===== src/hdl/cfc_pkg.sv =====
// Shared types, register indexes, status codes and the CRC-16 byte update
// for the command frame checker. Depends on nothing; every RTL file imports it.
`default_nettype none

package cfc_pkg;

   // One input beat: a received byte or one idle microsecond tick
   typedef struct packed {
      logic       kind;
      logic [7:0] data_byte;
   } req_type;

   // One result beat, given when a frame ends
   typedef struct packed {
      logic [7:0] command;
      logic [1:0] status;
      logic [3:0] frame_bytes;
      logic       ended_by_timeout;
   } rsp_type;

   // Item kinds
   localparam logic KIND_BYTE = 1'b0;
   localparam logic KIND_TICK = 1'b1;

   // Status codes
   localparam logic [1:0] STATUS_ACCEPTED = 2'd0;
   localparam logic [1:0] STATUS_WRONG_ID = 2'd1;
   localparam logic [1:0] STATUS_SHORT    = 2'd2;
   localparam logic [1:0] STATUS_CRC_BAD  = 2'd3;

   // Register file port
   localparam int CSR_INDEX_WIDTH = 2;
   localparam int CSR_DATA_WIDTH  = 16;
   localparam logic [CSR_INDEX_WIDTH-1:0] CSR_NODE_ADDR    = 2'd0;
   localparam logic [CSR_INDEX_WIDTH-1:0] CSR_IDLE_TIMEOUT = 2'd1;

   // Reset values and CRC constants
   localparam logic [7:0]  NODE_ADDR_RESET    = 8'd1;
   localparam logic [15:0] IDLE_TIMEOUT_RESET = 16'd50000;
   localparam logic [15:0] IDLE_MAX           = 16'hFFFF;
   localparam logic [15:0] CRC_INIT           = 16'hFFFF;
   localparam logic [15:0] CRC_POLY           = 16'hA001;

   // CRC-16/MODBUS update by one byte, reflected, eight shift steps
   function automatic logic [15:0] crc_byte(input logic [15:0] crc_i,
                                            input logic [7:0]  byte_i);
      logic [15:0] c;
      c = crc_i ^ {8'h00, byte_i};
      for (int k = 0; k < 8; k++) begin
         c = c[0] ? ((c >> 1) ^ CRC_POLY) : (c >> 1);
      end
      return c;
   endfunction

endpackage

`default_nettype wire


===== src/hdl/cfc_csr_regs.sv =====
// Configuration registers of the command frame checker: node address and
// idle timeout. Depends on cfc_pkg.
`default_nettype none

module cfc_csr_regs import cfc_pkg::*; (
   input  wire logic                       clock,
   input  wire logic                       reset,
   input  wire logic                       csr_valid,
   output logic                            csr_ready,
   input  wire logic [CSR_INDEX_WIDTH-1:0] csr_index,
   input  wire logic [CSR_DATA_WIDTH-1:0]  csr_wdata,
   output logic [7:0]                      node_addr,
   output logic [15:0]                     idle_timeout
);

   logic [7:0]  node_addr_ff;
   logic [15:0] idle_timeout_ff;

   // Always take a write; unknown indexes fall through
   assign csr_ready = 1'b1;

   always_ff @(posedge clock) begin
      if (reset) begin
         node_addr_ff    <= NODE_ADDR_RESET;
         idle_timeout_ff <= IDLE_TIMEOUT_RESET;
      end else if (csr_valid) begin
         if (csr_index == CSR_NODE_ADDR) begin
            node_addr_ff <= csr_wdata[7:0];
         end
         if (csr_index == CSR_IDLE_TIMEOUT) begin
            idle_timeout_ff <= csr_wdata[15:0];
         end
      end
   end

   assign node_addr    = node_addr_ff;
   assign idle_timeout = idle_timeout_ff;

endmodule

`default_nettype wire


===== src/hdl/cfc_input_stage.sv =====
// Input register of the command frame checker: holds one request beat
// until the frame engine takes it. Depends on cfc_pkg.
`default_nettype none

module cfc_input_stage import cfc_pkg::*; (
   input  wire logic    clock,
   input  wire logic    reset,
   input  wire logic    req_valid,
   output logic         req_stall,
   input  wire req_type req_data,
   input  wire logic    take,
   output logic         item_valid,
   output req_type      item
);

   logic    valid_ff;
   logic    valid_in;
   req_type item_ff;

   // Stall only while a held beat cannot move on
   assign req_stall = valid_ff && !take;
   assign valid_in  = req_stall ? valid_ff : req_valid;

   always_ff @(posedge clock) begin
      if (reset) begin
         valid_ff <= 1'b0;
      end else begin
         valid_ff <= valid_in;
      end
   end

   // Load payload on every accepted beat
   always_ff @(posedge clock) begin
      if (!req_stall && req_valid) begin
         item_ff <= req_data;
      end
   end

   assign item_valid = valid_ff;
   assign item       = item_ff;

endmodule

`default_nettype wire


===== src/hdl/cfc_frame_engine.sv =====
// Frame state and end-of-frame check of the command frame checker: tracks
// byte count, idle time, running CRC and header fields. Depends on cfc_pkg.
`default_nettype none

module cfc_frame_engine import cfc_pkg::*; #(
   parameter int BUFFER_BYTES = 16
) (
   input  wire logic        clock,
   input  wire logic        reset,
   input  wire logic        fire,
   input  wire req_type     item,
   input  wire logic [7:0]  node_addr,
   input  wire logic [15:0] idle_timeout,
   output logic             res_valid,
   output rsp_type          res
);

   localparam int CW = $clog2(BUFFER_BYTES);
   localparam int EW = ((CW > 8) ? CW : 8) + 2;
   localparam logic [EW-1:0] LIMIT = EW'(BUFFER_BYTES - 1);

   logic [CW-1:0] byte_count_ff, byte_count_in, count_upd;
   logic [15:0]   idle_count_ff, idle_count_in, idle_upd;
   logic [15:0]   running_crc_ff, running_crc_in, crc_upd;
   logic          id_matched_ff, id_matched_in, id_upd;
   logic [7:0]    command_seen_ff, command_seen_in, command_upd;
   logic [7:0]    length_seen_ff, length_seen_in, length_upd;
   logic [15:0]   crc_snapshot_ff, crc_snapshot_in, snapshot_upd;
   logic [15:0]   crc_received_ff, crc_received_in, received_upd;

   logic          finish;
   logic          by_timeout;
   logic [EW-1:0] idx;
   logic [EW-1:0] len_ext;
   logic [EW-1:0] count_next;

   assign idx = EW'(byte_count_ff);

   // Advance the frame state for one beat
   always_comb begin
      count_upd    = byte_count_ff;
      idle_upd     = idle_count_ff;
      crc_upd      = running_crc_ff;
      id_upd       = id_matched_ff;
      command_upd  = command_seen_ff;
      length_upd   = length_seen_ff;
      snapshot_upd = crc_snapshot_ff;
      received_upd = crc_received_ff;
      finish       = 1'b0;
      by_timeout   = 1'b0;
      count_next   = idx + EW'(1);
      len_ext      = EW'(length_seen_ff);
      if (fire) begin
         if (item.kind == KIND_TICK) begin
            // Count idle time only with a frame open
            if (byte_count_ff != '0) begin
               idle_upd = (idle_count_ff != IDLE_MAX) ? idle_count_ff + 16'd1
                                                      : idle_count_ff;
               if (idle_upd >= idle_timeout) begin
                  finish     = 1'b1;
                  by_timeout = 1'b1;
               end
            end
         end else begin
            idle_upd = '0;
            if (idx == EW'(0)) begin
               id_upd = (item.data_byte == node_addr);
            end
            if (idx == EW'(1)) begin
               command_upd = item.data_byte;
            end
            if (idx == EW'(2)) begin
               length_upd = item.data_byte;
            end
            len_ext = EW'(length_upd);
            // Fold header and data bytes into the CRC
            if (idx < EW'(3) || idx < len_ext + EW'(3)) begin
               crc_upd = crc_byte(running_crc_ff, item.data_byte);
            end
            if (idx >= EW'(2) && idx == len_ext + EW'(2)) begin
               snapshot_upd = crc_upd;
            end
            if (idx >= EW'(3) && idx == len_ext + EW'(3)) begin
               received_upd = {item.data_byte, crc_received_ff[7:0]};
            end
            if (idx >= EW'(4) && idx == len_ext + EW'(4)) begin
               received_upd = {crc_received_ff[15:8], item.data_byte};
            end
            count_upd = CW'(count_next);
            if (count_next >= LIMIT) begin
               finish = 1'b1;
            end
         end
      end
   end

   // Judge the ended frame: id, then length, then CRC
   always_comb begin
      logic [EW-1:0] fin_count;
      fin_count            = EW'(count_upd);
      res.command          = 8'h00;
      res.frame_bytes      = fin_count[3:0];
      res.ended_by_timeout = by_timeout;
      if (!id_upd) begin
         res.status = STATUS_WRONG_ID;
      end else if (fin_count < EW'(3) || fin_count < len_ext + EW'(5)) begin
         res.status = STATUS_SHORT;
      end else if (snapshot_upd != received_upd) begin
         res.status = STATUS_CRC_BAD;
      end else begin
         res.status  = STATUS_ACCEPTED;
         res.command = command_upd;
      end
   end

   assign res_valid = finish;

   // Clear the frame when it ends
   always_comb begin
      if (finish) begin
         byte_count_in   = '0;
         idle_count_in   = '0;
         running_crc_in  = CRC_INIT;
         id_matched_in   = 1'b0;
         command_seen_in = '0;
         length_seen_in  = '0;
         crc_snapshot_in = '0;
         crc_received_in = '0;
      end else begin
         byte_count_in   = count_upd;
         idle_count_in   = idle_upd;
         running_crc_in  = crc_upd;
         id_matched_in   = id_upd;
         command_seen_in = command_upd;
         length_seen_in  = length_upd;
         crc_snapshot_in = snapshot_upd;
         crc_received_in = received_upd;
      end
   end

   always_ff @(posedge clock) begin
      if (reset) begin
         byte_count_ff   <= '0;
         idle_count_ff   <= '0;
         running_crc_ff  <= CRC_INIT;
         id_matched_ff   <= 1'b0;
         command_seen_ff <= '0;
         length_seen_ff  <= '0;
         crc_snapshot_ff <= '0;
         crc_received_ff <= '0;
      end else begin
         byte_count_ff   <= byte_count_in;
         idle_count_ff   <= idle_count_in;
         running_crc_ff  <= running_crc_in;
         id_matched_ff   <= id_matched_in;
         command_seen_ff <= command_seen_in;
         length_seen_ff  <= length_seen_in;
         crc_snapshot_ff <= crc_snapshot_in;
         crc_received_ff <= crc_received_in;
      end
   end

endmodule

`default_nettype wire


===== src/hdl/cfc_output_stage.sv =====
// Result register of the command frame checker: holds one result beat
// until the consumer takes it. Depends on cfc_pkg.
`default_nettype none

module cfc_output_stage import cfc_pkg::*; (
   input  wire logic    clock,
   input  wire logic    reset,
   input  wire logic    load,
   input  wire rsp_type res,
   output logic         slot_free,
   output logic         rsp_valid,
   input  wire logic    rsp_stall,
   output rsp_type      rsp_data
);

   logic    valid_ff;
   logic    valid_in;
   rsp_type data_ff;

   // Free when empty or when the held beat leaves this cycle
   assign slot_free = !valid_ff || !rsp_stall;

   always_comb begin
      if (load) begin
         valid_in = 1'b1;
      end else if (rsp_stall) begin
         valid_in = valid_ff;
      end else begin
         valid_in = 1'b0;
      end
   end

   always_ff @(posedge clock) begin
      if (reset) begin
         valid_ff <= 1'b0;
      end else begin
         valid_ff <= valid_in;
      end
   end

   always_ff @(posedge clock) begin
      if (load) begin
         data_ff <= res;
      end
   end

   assign rsp_valid = valid_ff;
   assign rsp_data  = data_ff;

endmodule

`default_nettype wire


===== src/hdl/command_frame_checker_unit.sv =====
// Top level of the command frame checker: input register, frame engine,
// result register and configuration registers. Depends on cfc_pkg and the cfc_* modules.
//
//   channel | direction | handshake           | payload
//   req_    | in        | req_valid/req_stall | req_type: kind, data_byte
//   rsp_    | out       | rsp_valid/rsp_stall | rsp_type: command, status, frame_bytes,
//           |           |                     |           ended_by_timeout
//   csr_    | in        | csr_valid/csr_ready | csr_index, csr_wdata
//
// One beat per cycle unless a stall holds it: a byte or tick lands in the input
// register, the frame engine updates state and judges the frame from that register,
// and the result register loads the outcome, so rsp_valid follows the closing beat
// through both registers. The combinational CRC byte update sets the critical path.
// Synchronous active-high reset clears all frame state and loads register defaults.
// A stalled result register holds the engine; the input register then stalls req_.
`default_nettype none

module command_frame_checker_unit import cfc_pkg::*; #(
   parameter int BUFFER_BYTES = 16
) (
   input  wire logic                       clock,
   input  wire logic                       reset,
   input  wire logic                       req_valid,
   output logic                            req_stall,
   input  wire req_type                    req_data,
   output logic                            rsp_valid,
   input  wire logic                       rsp_stall,
   output rsp_type                         rsp_data,
   input  wire logic                       csr_valid,
   output logic                            csr_ready,
   input  wire logic [CSR_INDEX_WIDTH-1:0] csr_index,
   input  wire logic [CSR_DATA_WIDTH-1:0]  csr_wdata
);

   logic        item_valid;
   req_type     item;
   logic        slot_free;
   logic        fire;
   logic        res_valid;
   rsp_type     res;
   logic [7:0]  node_addr;
   logic [15:0] idle_timeout;

   // Advance a held beat when the result slot can take its outcome
   assign fire = item_valid && slot_free;

   cfc_csr_regs u_csr (
      .clock        (clock),
      .reset        (reset),
      .csr_valid    (csr_valid),
      .csr_ready    (csr_ready),
      .csr_index    (csr_index),
      .csr_wdata    (csr_wdata),
      .node_addr    (node_addr),
      .idle_timeout (idle_timeout)
   );

   cfc_input_stage u_in (
      .clock      (clock),
      .reset      (reset),
      .req_valid  (req_valid),
      .req_stall  (req_stall),
      .req_data   (req_data),
      .take       (fire),
      .item_valid (item_valid),
      .item       (item)
   );

   cfc_frame_engine #(
      .BUFFER_BYTES (BUFFER_BYTES)
   ) u_engine (
      .clock        (clock),
      .reset        (reset),
      .fire         (fire),
      .item         (item),
      .node_addr    (node_addr),
      .idle_timeout (idle_timeout),
      .res_valid    (res_valid),
      .res          (res)
   );

   cfc_output_stage u_out (
      .clock     (clock),
      .reset     (reset),
      .load      (res_valid),
      .res       (res),
      .slot_free (slot_free),
      .rsp_valid (rsp_valid),
      .rsp_stall (rsp_stall),
      .rsp_data  (rsp_data)
   );

endmodule

`default_nettype wire


===== config.mk =====
export PLATFORM = sky130hd
export DESIGN_NAME = command_frame_checker_unit
export DESIGN_NICKNAME = d
export VERILOG_FILES = /design/src/hdl/cfc_pkg.sv /design/src/hdl/cfc_csr_regs.sv /design/src/hdl/cfc_input_stage.sv /design/src/hdl/cfc_frame_engine.sv /design/src/hdl/cfc_output_stage.sv /design/src/hdl/command_frame_checker_unit.sv
export SDC_FILE = /design/constraint.sdc
export NUM_CORES = 1
export LEC_CHECK = 0
export BUFFER_PORTS_ARGS = -buffer_cell sky130_fd_sc_hd__buf_2
export CAP_MARGIN = 10
export CORE_UTILIZATION = 30
export CTS_CLUSTER_SIZE = 8
export DETAILED_ROUTE_END_ITERATION = 10
export PLACE_DENSITY = 0.47
export REMOVE_ABC_BUFFERS = 1
export SYNTH_ARGS = -nofsm -noshare
export SYNTH_HDL_FRONTEND = slang
export SYNTH_SLANG_ARGS = --single-unit

===== constraint.sdc =====
create_clock -name clock -period 8.25 [get_ports clock]
set_input_delay 0.825 -clock clock [delete_from_list [all_inputs] [get_ports clock]]
set_output_delay 0.825 -clock clock [all_outputs]
set_load 0.05 [all_outputs]

Word-level counts from Yosys, hierarchy flattened
Index checks and enable logic that the tools add are counted.
- register bits: 135
- input port bits: 32
- output and inout port bits: 18
- word-level logic and storage cells: 119
- add/sub/neg operators: 6
- magnitude comparators: 9
- eq/ne operators: 11
- mux-type cells: 41
- bitwise gates (word level): 11
- reductions and logical operators: 23
- operator list (cell ; count):
    16-bit two-way mux ; 19
    8-bit two-way mux ; 8
    4-bit by 10-bit equality test with 1-bit output ; 3
    2-bit inverter with 3-bit output ; 8
    4-bit by 10-bit < comparator with 1-bit output ; 2
    8-bit by 2-bit adder with 9-bit output, second input constant ; 2
    16-bit by 1-bit adder with 16-bit output, second input constant ; 1
    16-bit greater-or-equal comparator ; 1
    16-bit != test ; 1
    16-bit != test, second input constant ; 1
    16-bit by 8-bit bitwise XOR with 16-bit output ; 1
    10-bit by 3-bit adder with 10-bit output, second input constant ; 1
    10-bit by 4-bit greater-or-equal comparator with 1-bit output, second input constant ; 1
    10-bit zero test ; 1
    1-bit two-way mux ; 10
    2-bit AND reduction ; 5
    8-bit by 3-bit adder with 9-bit output, second input constant ; 1
    8-bit equality test ; 1
    4-bit by 2-bit greater-or-equal comparator with 1-bit output, second input constant ; 2
    4-bit by 2-bit < comparator with 1-bit output, second input constant ; 2
    4-bit two-way mux ; 2
    1-bit logical AND ; 6
    4-bit by 1-bit adder with 5-bit output, second input constant ; 1
    4-bit by 1-bit equality test with 1-bit output, second input constant ; 1
    12 further kinds ; 20

Logic depth before layout (Yosys ltp)
Gate-level depths: netlist (run 1).
- depth after elaboration: 24
- mapped depth: 20
- gate-level depth less buffers: 17

Modules after synthesis
Synthesis (run 1) repeated with hierarchy kept, for this count alone.
- cells, all modules: 888
- area total of the unflattened synthesis: 7991.4 um^2
- modules (own cells, without submodules) (module ; instances ; cells an instance ; area each (um^2) ; sequential area each (um^2)):
    cfc_frame_engine ; 1 ; 751 ; 6130.9 ; 1701.6
    cfc_csr_regs ; 1 ; 104 ; 1051.0 ; 480.5
    cfc_output_stage ; 1 ; 19 ; 483.0 ; 470.5
    cfc_input_stage ; 1 ; 13 ; 320.3 ; 290.3
    command_frame_checker_unit ; 1 ; 1 ; 6.3 ; 0.0

Worst setup path after synthesis (run 1)
No wires, ideal clock.
- path kind: register -> register
- start: register u_engine.byte_count_ff[1]
- end: register u_out.data_ff (netlist bit u_out.rsp_data[6]) (data pin)
- library setup time: 0.255 ns
- data arrival time: 4.397 ns
- required time: 7.995 ns
- setup slack: 3.598 ns
- stages on the path, launching flop included: 20
- path buffers: 4
- period minus slack after synthesis: 4.652 ns
- cell sequence: dfxtp_1 > clkbuf_2 > nor4b_4 > buf_2 > mux2i_1 > inv_1 > ha_1 > buf_2 > nand2_1 > or4b_2 > o221ai_1 > o211ai_2 > buf_2 > mux2_2 > mux2i_1 > xnor2_1 > nand3_1 > nor4_1 > nand4_2 > o21ba_2
- word-level cells in the longest chain between the ends: 14
- elaborated cells between the ends (all ways): 43
- classes of those cells: 5 x add/sub; 7 x order compare; 5 x eq/ne; 20 x mux; 6 x reduce/logical
- RTL lines (item ; RTL line ; text):
    start: declaration ; cfc_frame_engine.sv:22 ; logic [CW-1:0] byte_count_ff, byte_count_in, count_upd;
    start signal: assignment ; cfc_frame_engine.sv:152 ; byte_count_ff <= byte_count_in;
    4-bit by 2-bit equality test with 1-bit output ; cfc_frame_engine.sv:72 ; if (idx == EW'(2)) begin
    8-bit two-way mux ; cfc_frame_engine.sv:72 ;
    8-bit two-way mux ; cfc_frame_engine.sv:54 ; if (item.kind == KIND_TICK) begin
    8-bit two-way mux ; cfc_frame_engine.sv:53 ; if (fire) begin
    8-bit by 2-bit adder with 9-bit output ; cfc_frame_engine.sv:77, cfc_frame_engine.sv:83 ;
    4-bit by 10-bit < comparator with 1-bit output / 4-bit by 10-bit equality test with 1-bit output (equally long branches) ; cfc_frame_engine.sv:77, cfc_frame_engine.sv:83 ;
    1-bit logical OR / 1-bit logical AND (equally long branches) ; cfc_frame_engine.sv:77, cfc_frame_engine.sv:83 ;
    16-bit two-way mux, on equally long branches ; cfc_frame_engine.sv:77, cfc_frame_engine.sv:83 ;
    16-bit two-way mux, on equally long branches ; cfc_frame_engine.sv:80, cfc_frame_engine.sv:86 ;
    16-bit two-way mux ; cfc_frame_engine.sv:54 ;
    16-bit two-way mux ; cfc_frame_engine.sv:53 ;
    16-bit != test ; cfc_frame_engine.sv:108 ; end else if (snapshot_upd != received_upd) begin
    2-bit two-way mux ; cfc_frame_engine.sv:108 ;
    2-bit two-way mux ; cfc_frame_engine.sv:106 ; end else if (fin_count < EW'(3) || fin_count < len_ext + EW'(5)) begin
    end signal: assignment ; cfc_output_stage.sv:43 ; data_ff <= res;
    end: declaration ; cfc_output_stage.sv:18 ; rsp_type data_ff;
Several ways; a longest one is shown, not always the timed one. The select of a mux whose other input is x is not followed.
A chain may end at the register's enable or synchronous reset.

Worst setup path in the final report (run 1)
- start: register u_engine.byte_count_ff[2]
- end: register u_out.data_ff (netlist bit u_out.rsp_data[6]) (data pin)
Same word-level chain as after synthesis.

==> impl_metrics.toml, run 1 <==
[floorplanning]
start_util = 0.305
die_y_um = 159
coreArea_um2 = 24200
dieArea_um2 = 25300
placementRows = 57
die_w_um = 159
ioPinCount = 50

[yosys]
async_flop_share = 0
synthFlopType = "dfxtp_1"
ys_ff_latch = 135
syn_avg_cell_area_um2 = 8.88
synth_edf_count = 24
ys_seq_area_frac = 0.398
yosysUniqueCellTypes = 64
synthCells = 832
synthesis.area_um2 = 7390
yosys_warnings = 0

[worst_hold_path]
holdPathStages = 2
hp-class = "flip-flop to flip-flop"

[run]
cap_viol_max_count = 0

[global_routing]
grt_max_degree = 51
grt_pass1_wl_um = 30200
antenna_found_initial = 0
grt_pass1_vias = 5450
grt_usage = 0.151
grt.overflow.total = 0

[sta]
finalCritPeriodShare = 0.692
final_hold_viol_count = 0
max_freq_ghz = 0.175
fin_ws_ps = 2540
rsz0062_at_grt = "false"
relSlewSlack = 0.294
drv_slew = 0
period_needed_ps = 5710
setup_viol = 0
tns_ps = 0
worst_pin_slew_ps = 1060
finClkSkew_ps = 18.5

[power]
p_total_w = 0.00165
p_leak_nw = 3.33
max-vdd-ir-drop_uv = 115
power.density_nw_per_um2 = 195

[route]
vias = 5766
wire_per_inst_um = 15.7
vias_per_cell = 4.85
drc = 0
drt_iter0_drc = 401
ant_nets = 0
dr.pass1.iters = 5
postRouteWirelength_um = 18700

[clock_tree]
clkLatencyLatePin_ps = 430
numCtsBuffers = 17
clockRootBuffer = "clkbuf_16"
postCtsSetupBuffers = 0
clk_pin_slew_ps = 70
cts.repair.resized = 0
cts_tree = "yes"
cts_buffer_depth = 2
cts_sinks = 135
hold_buffers = 0
htreeDepth = 4

[critical_path]
cp-start-kind = "flip-flop"
slowest_stage = "nor4b_4"
ff2ff_setup_slack_ps = 2540
r2r_cells = 13
critical_path_buf_inv_count = 1
cp_top_family = "simple AND/OR/NAND/NOR gates"
worstPathCellList = "nor4b_4 > mux2i_1 > inv_1 > ha_1 > xor2_1 > or4_1 > a2111o_1 > mux2i_1 > xnor2_1 > o211ai_1 > nor4_1 > nand4_2 > o21ba_2"
arrival_ps = 5890
cp-end-kind = "flip-flop"
critPathKind = "flip-flop to flip-flop"
required_ps = 8440
critical-path-max-stage-delay_ps = 950
path_max_fanout = 23
path_depth = 13
crit_top_cell = "mux2i_1"

[placed_design]
gp_congestion = 0.804
io_buffers = 48
pre_cts_ws_ps = 2600
placed_cell_area_um2 = 7850
place_hpwl_um = 13000

[cells_and_area]
final_common_cell = "nor2_1"
layout-drive-gt1-share = 0.133
diodes = 0
design_area_um2 = 8460
postLayoutCoreUtil = 0.349
layout_common_cells = "nor2_1 (119), dfxtp_1 (111), nand2_1 (62), a21oi_1 (57), mux2i_1 (56)"
syn_to_final_growth_pct = 14.4
nNetsFinal = 915

[outcome]
status = "finished, final reports clean"
==> tightest hold or removal path: cells and delay by family (launching register included) <==
kind            cells  cell delay [ps]
compound gates      1               50
flops               1              310
simple gates        1               50
==> power breakdown <==
group | switching [W] | leakage, nW | total [W] | internal [W]
registers | 0.0000273 | 1.10 | 0.000711 | 0.000684
logic | 0.0000858 | 1.92 | 0.000150 | 0.0000642
clock network | 0.000318 | 0.302 | 0.000791 | 0.000472
==> logic make-up after synthesis <==
| kind of cell | after synthesis | synth area share |
|---|---|---|
| compound gates | 153 | 0.131 |
| mux | 76 | 0.107 |
| other cells | 1 | 0.000508 |
| xor+xnor | 67 | 0.0794 |
| flops | 135 | 0.398 |
| simple gates | 290 | 0.188 |
| buf+inv | 80 | 0.0456 |
| fa+ha+maj | 30 | 0.0508 |
==> cells in the mapped netlist (9+ instances only) <==
master,instances,area (um2)
nand4_1,13,81.3
a21oi_1,57,285
a21o_1,11,82.6
nor4_1,11,68.8
ha_1,30,375
inv_1,29,109
clkbuf_1,34,128
nor3_1,17,85.1
mux2i_1,56,561
dfxtp_1,111,2220
xor2_1,19,166
a22oi_1,9,67.6
xnor2_1,48,420
edfxtp_1,24,721
mux2_2,19,214
nor2_1,119,447
nand3_1,19,95.1
o21ai_0,29,145
nand2_1,62,233
==> path summary, 6_finish.rpt <==
path,end,from
worst max-delay path,u_out.rsp_data[6]$_SDFFCE_PN0P_,u_engine.byte_count_ff[2]$_SDFF_PP0_
worst min-delay path,u_csr.idle_timeout[13]$_SDFFE_PP0P_,u_csr.idle_timeout[13]$_SDFFE_PP0P_
worst max register to register,u_out.rsp_data[6]$_SDFFCE_PN0P_,u_engine.byte_count_ff[2]$_SDFF_PP0_
worst min register to register,u_csr.idle_timeout[13]$_SDFFE_PP0P_,u_csr.idle_timeout[13]$_SDFFE_PP0P_
==> per-layer routing <==
layer	track usage	wire length, um	vias up
li1	-	-	2959
met1	0.215	9640	2711
met2	0.233	8320	83
met3	0.0263	582	13
met4	0.0450	189	0
met5	0	0	-
==> per-stage QoR <==
stage / hold slack, ps / cells
floorplan: 430 / 781
global placement: 445 / 1158
detailed placement: 451 / 1158
CTS: 461 / 1190
global route: 477 / 1190
finish: 461 / 1190
==> cell type report <==
cell class / instances / area (um2)
Clock inverter: 13 / 154
Tap cell: 324 / 405
Multi-Input combinational cell: 617 / 4110
Sequential cell: 135 / 2940
Fill cell: 2513 / 15800
Inverter: 29 / 109
Clock buffer: 19 / 454
Timing Repair Buffer: 53 / 278
==> flip-flops by register name (all words and copies together) (netlist names), 4 cells and up <==
register / flops
u_csr.idle_timeout: 16
u_csr.node_addr: 8
u_engine.byte_count_ff: 4
u_engine.command_seen_ff: 8
u_engine.crc_received_ff: 16
u_engine.crc_snapshot_ff: 16
u_engine.idle_count_ff: 16
u_engine.length_seen_ff: 8
u_engine.running_crc_ff: 16
u_in.item: 9
u_out.rsp_data: 15
(Power assumes the default switching activity.)
==> inputs of run 2 (changes only) <==
- clock period: 8.25 -> 5.48 ns (I/O delays scaled with it)
==> impl_metrics.toml, run 2 (same netlist as run 1, synthesis figures left out) <==
[outcome]
status = "finished, final reports clean"

[sta]
max_freq_ghz = 0.196
hold_ws_ps = 306
final_hold_viol_count = 0
period_needed_ps = 5110
relSlewSlack = 0.340
finClkSkew_ps = 13.3
drv_slew = 0
rsz0062_at_grt = "false"
finalCritPeriodShare = 0.933
setup_viol = 0
fin_ws_ps = 367
worst_pin_slew_ps = 987
tns_ps = 0

[critical_path]
cp-start-kind = "flip-flop"
ff2ff_setup_slack_ps = 370
path_max_fanout = 20
r2r-end = "u_out.rsp_data[9]$_SDFFCE_PP0P_"
r2r_start = "u_engine.byte_count_ff[0]$_SDFF_PP0_"
arrival_ps = 5340
critical-path-max-stage-delay_ps = 760
critPathKind = "flip-flop to flip-flop"
slowest_stage = "o211ai_2"
cp-end-kind = "flip-flop"
required_ps = 5700
r2r_cells = 16
worstPathCellList = "nor4b_4 > mux2i_1 > xor2_1 > ha_1 > nor2b_1 > o21a_1 > o21a_1 > o211ai_2 > buf_4 > mux2i_1 > nor2_1 > a21oi_1 > o211ai_1 > nor4_1 > nand4_2 > nor4_1"

[power]
max-vdd-ir-drop_uv = 145
power.density_nw_per_um2 = 280
p_total_w = 0.00239
p_leak_nw = 3.38

[clock_tree]
numCtsBuffers = 17
clkLatencyLatePin_ps = 420
cts_sinks = 135
hold_buffers = 0
cts.repair.resized = 0
clockRootBuffer = "clkbuf_16"
cts_buffer_depth = 2
clk_pin_slew_ps = 60
postCtsSetupBuffers = 0
htreeDepth = 4
cts_tree = "yes"

[global_routing]
grt_pass1_wl_um = 30900
antenna_found_initial = 0
grt_pass1_vias = 5630
grt.overflow.total = 0
grt_max_degree = 41
grt_usage = 0.156

[cells_and_area]
diodes = 0
nNetsFinal = 934
syn_to_final_growth_pct = 15.8
layout-drive-gt1-share = 0.150
layout_common_cells = "nor2_1 (119), dfxtp_1 (111), nand2_1 (62), a21oi_1 (57), mux2i_1 (56)"
final_common_cell = "nor2_1"
finalNonFillerCells = 1209

[floorplanning]
die_w_um = 159
start_util = 0.305
placementRows = 57
die_y_um = 159
ioPinCount = 50
dieArea_um2 = 25300
coreArea_um2 = 24200

[placed_design]
place_hpwl_um = 13800
pre_cts_ws_ps = 361
gp_congestion = 0.821
io_buffers = 48
placed_cells = 1177

[route]
vias = 5843
dr.pass1.iters = 5
drt_iter0_drc = 395
vias_per_cell = 4.83
ant_nets = 0
wire_per_inst_um = 15.9
drc = 0
postRouteWirelength_um = 19200

[worst_hold_path]
min_to = "u_in.item[7]$_DFFE_PP_"
hp-class = "input port to flip-flop"
hold_start = "req_data[7]"
holdPathStages = 1

[run]
cap_viol_max_count = 0
-- run 2: cell types whose count changed in the layout (fill, tap and decap cells not counted), moves of 2 or more --
cell / previous run / this run
inv_4: 2 / 0
clkinvlp_4: 0 / 5
buf_4: 5 / 23
inv_6: 6 / 3
clkinv_2: 0 / 3
-- run 2: worst max-delay path: cells and delay by family, from the launching register on --
kind | cells | cell delay (ps)
AND/OR/NAND/NOR | 6 | 1810
flip-flops | 1 | 330
buffers and inverters | 1 | 320
multiplexers | 2 | 570
XOR/XNOR | 1 | 180
AO/OA/AOI/OAI | 5 | 1430
adder cells (fa/ha/maj) | 1 | 250
-- run 2: where the power goes --
group	leakage (nW)	internal, W	switching, W
Clock	0.259	0.000626	0.000466
Sequential	1.10	0.00103	0.0000218
Combinational	2.02	0.000104	0.000147
-- run 2: worst max-delay path by stage --
| stage | startpoint | endpoint | slack (ps) | depth (start not counted) |
|---|---|---|---|---|
| 2_1_floorplan | u_engine.byte_count_ff[2]$_SDFF_PP0_ | u_out.rsp_data[6]$_SDFFCE_PN0P_ | 290 | 15 |
| 6_report | u_engine.byte_count_ff[0]$_SDFF_PP0_ | u_out.rsp_data[9]$_SDFFCE_PP0P_ | 370 | 16 |
| 4_1_cts | u_engine.byte_count_ff[0]$_SDFF_PP0_ | u_out.rsp_data[9]$_SDFFCE_PP0P_ | 350 | 16 |
| 3_5_place_dp | u_engine.byte_count_ff[0]$_SDFF_PP0_ | u_out.rsp_data[9]$_SDFFCE_PP0P_ | 360 | 15 |
| 3_3_place_gp | u_engine.byte_count_ff[0]$_SDFF_PP0_ | u_out.rsp_data[6]$_SDFFCE_PN0P_ | 430 | 15 |
| 5_1_grt | u_engine.byte_count_ff[0]$_SDFF_PP0_ | u_out.rsp_data[11]$_SDFFCE_PP0P_ | 40 | 16 |
-- run 2: final cells by class --
| cell class | count | area (um2) |
|---|---|---|
| clock buffer | 18 | 429 |
| inverter | 29 | 109 |
| clock inverter | 14 | 126 |
| tap | 324 | 405 |
| multi-input combinational | 617 | 4110 |
| fill | 2498 | 15700 |
| sequential | 135 | 2940 |
| timing repair buffer | 72 | 433 |
-- run 2: metrics by stage --
stage | util | instance area [um2]
after detailed placement | 0.330 | 8000
final | 0.353 | 8550
after floorplan | - | 7160
after CTS | 0.353 | 8550
after global routing | 0.353 | 8550
after global placement | 0.330 | 8000
-- run 2: layer usage --
metal,global-route usage,routed length (um),vias up
met3,0.0271,564,15
met5,0,0,-
met1,0.219,10100,2745
li1,-,-,3000
met2,0.243,8330,83
met4,0.0472,219,0
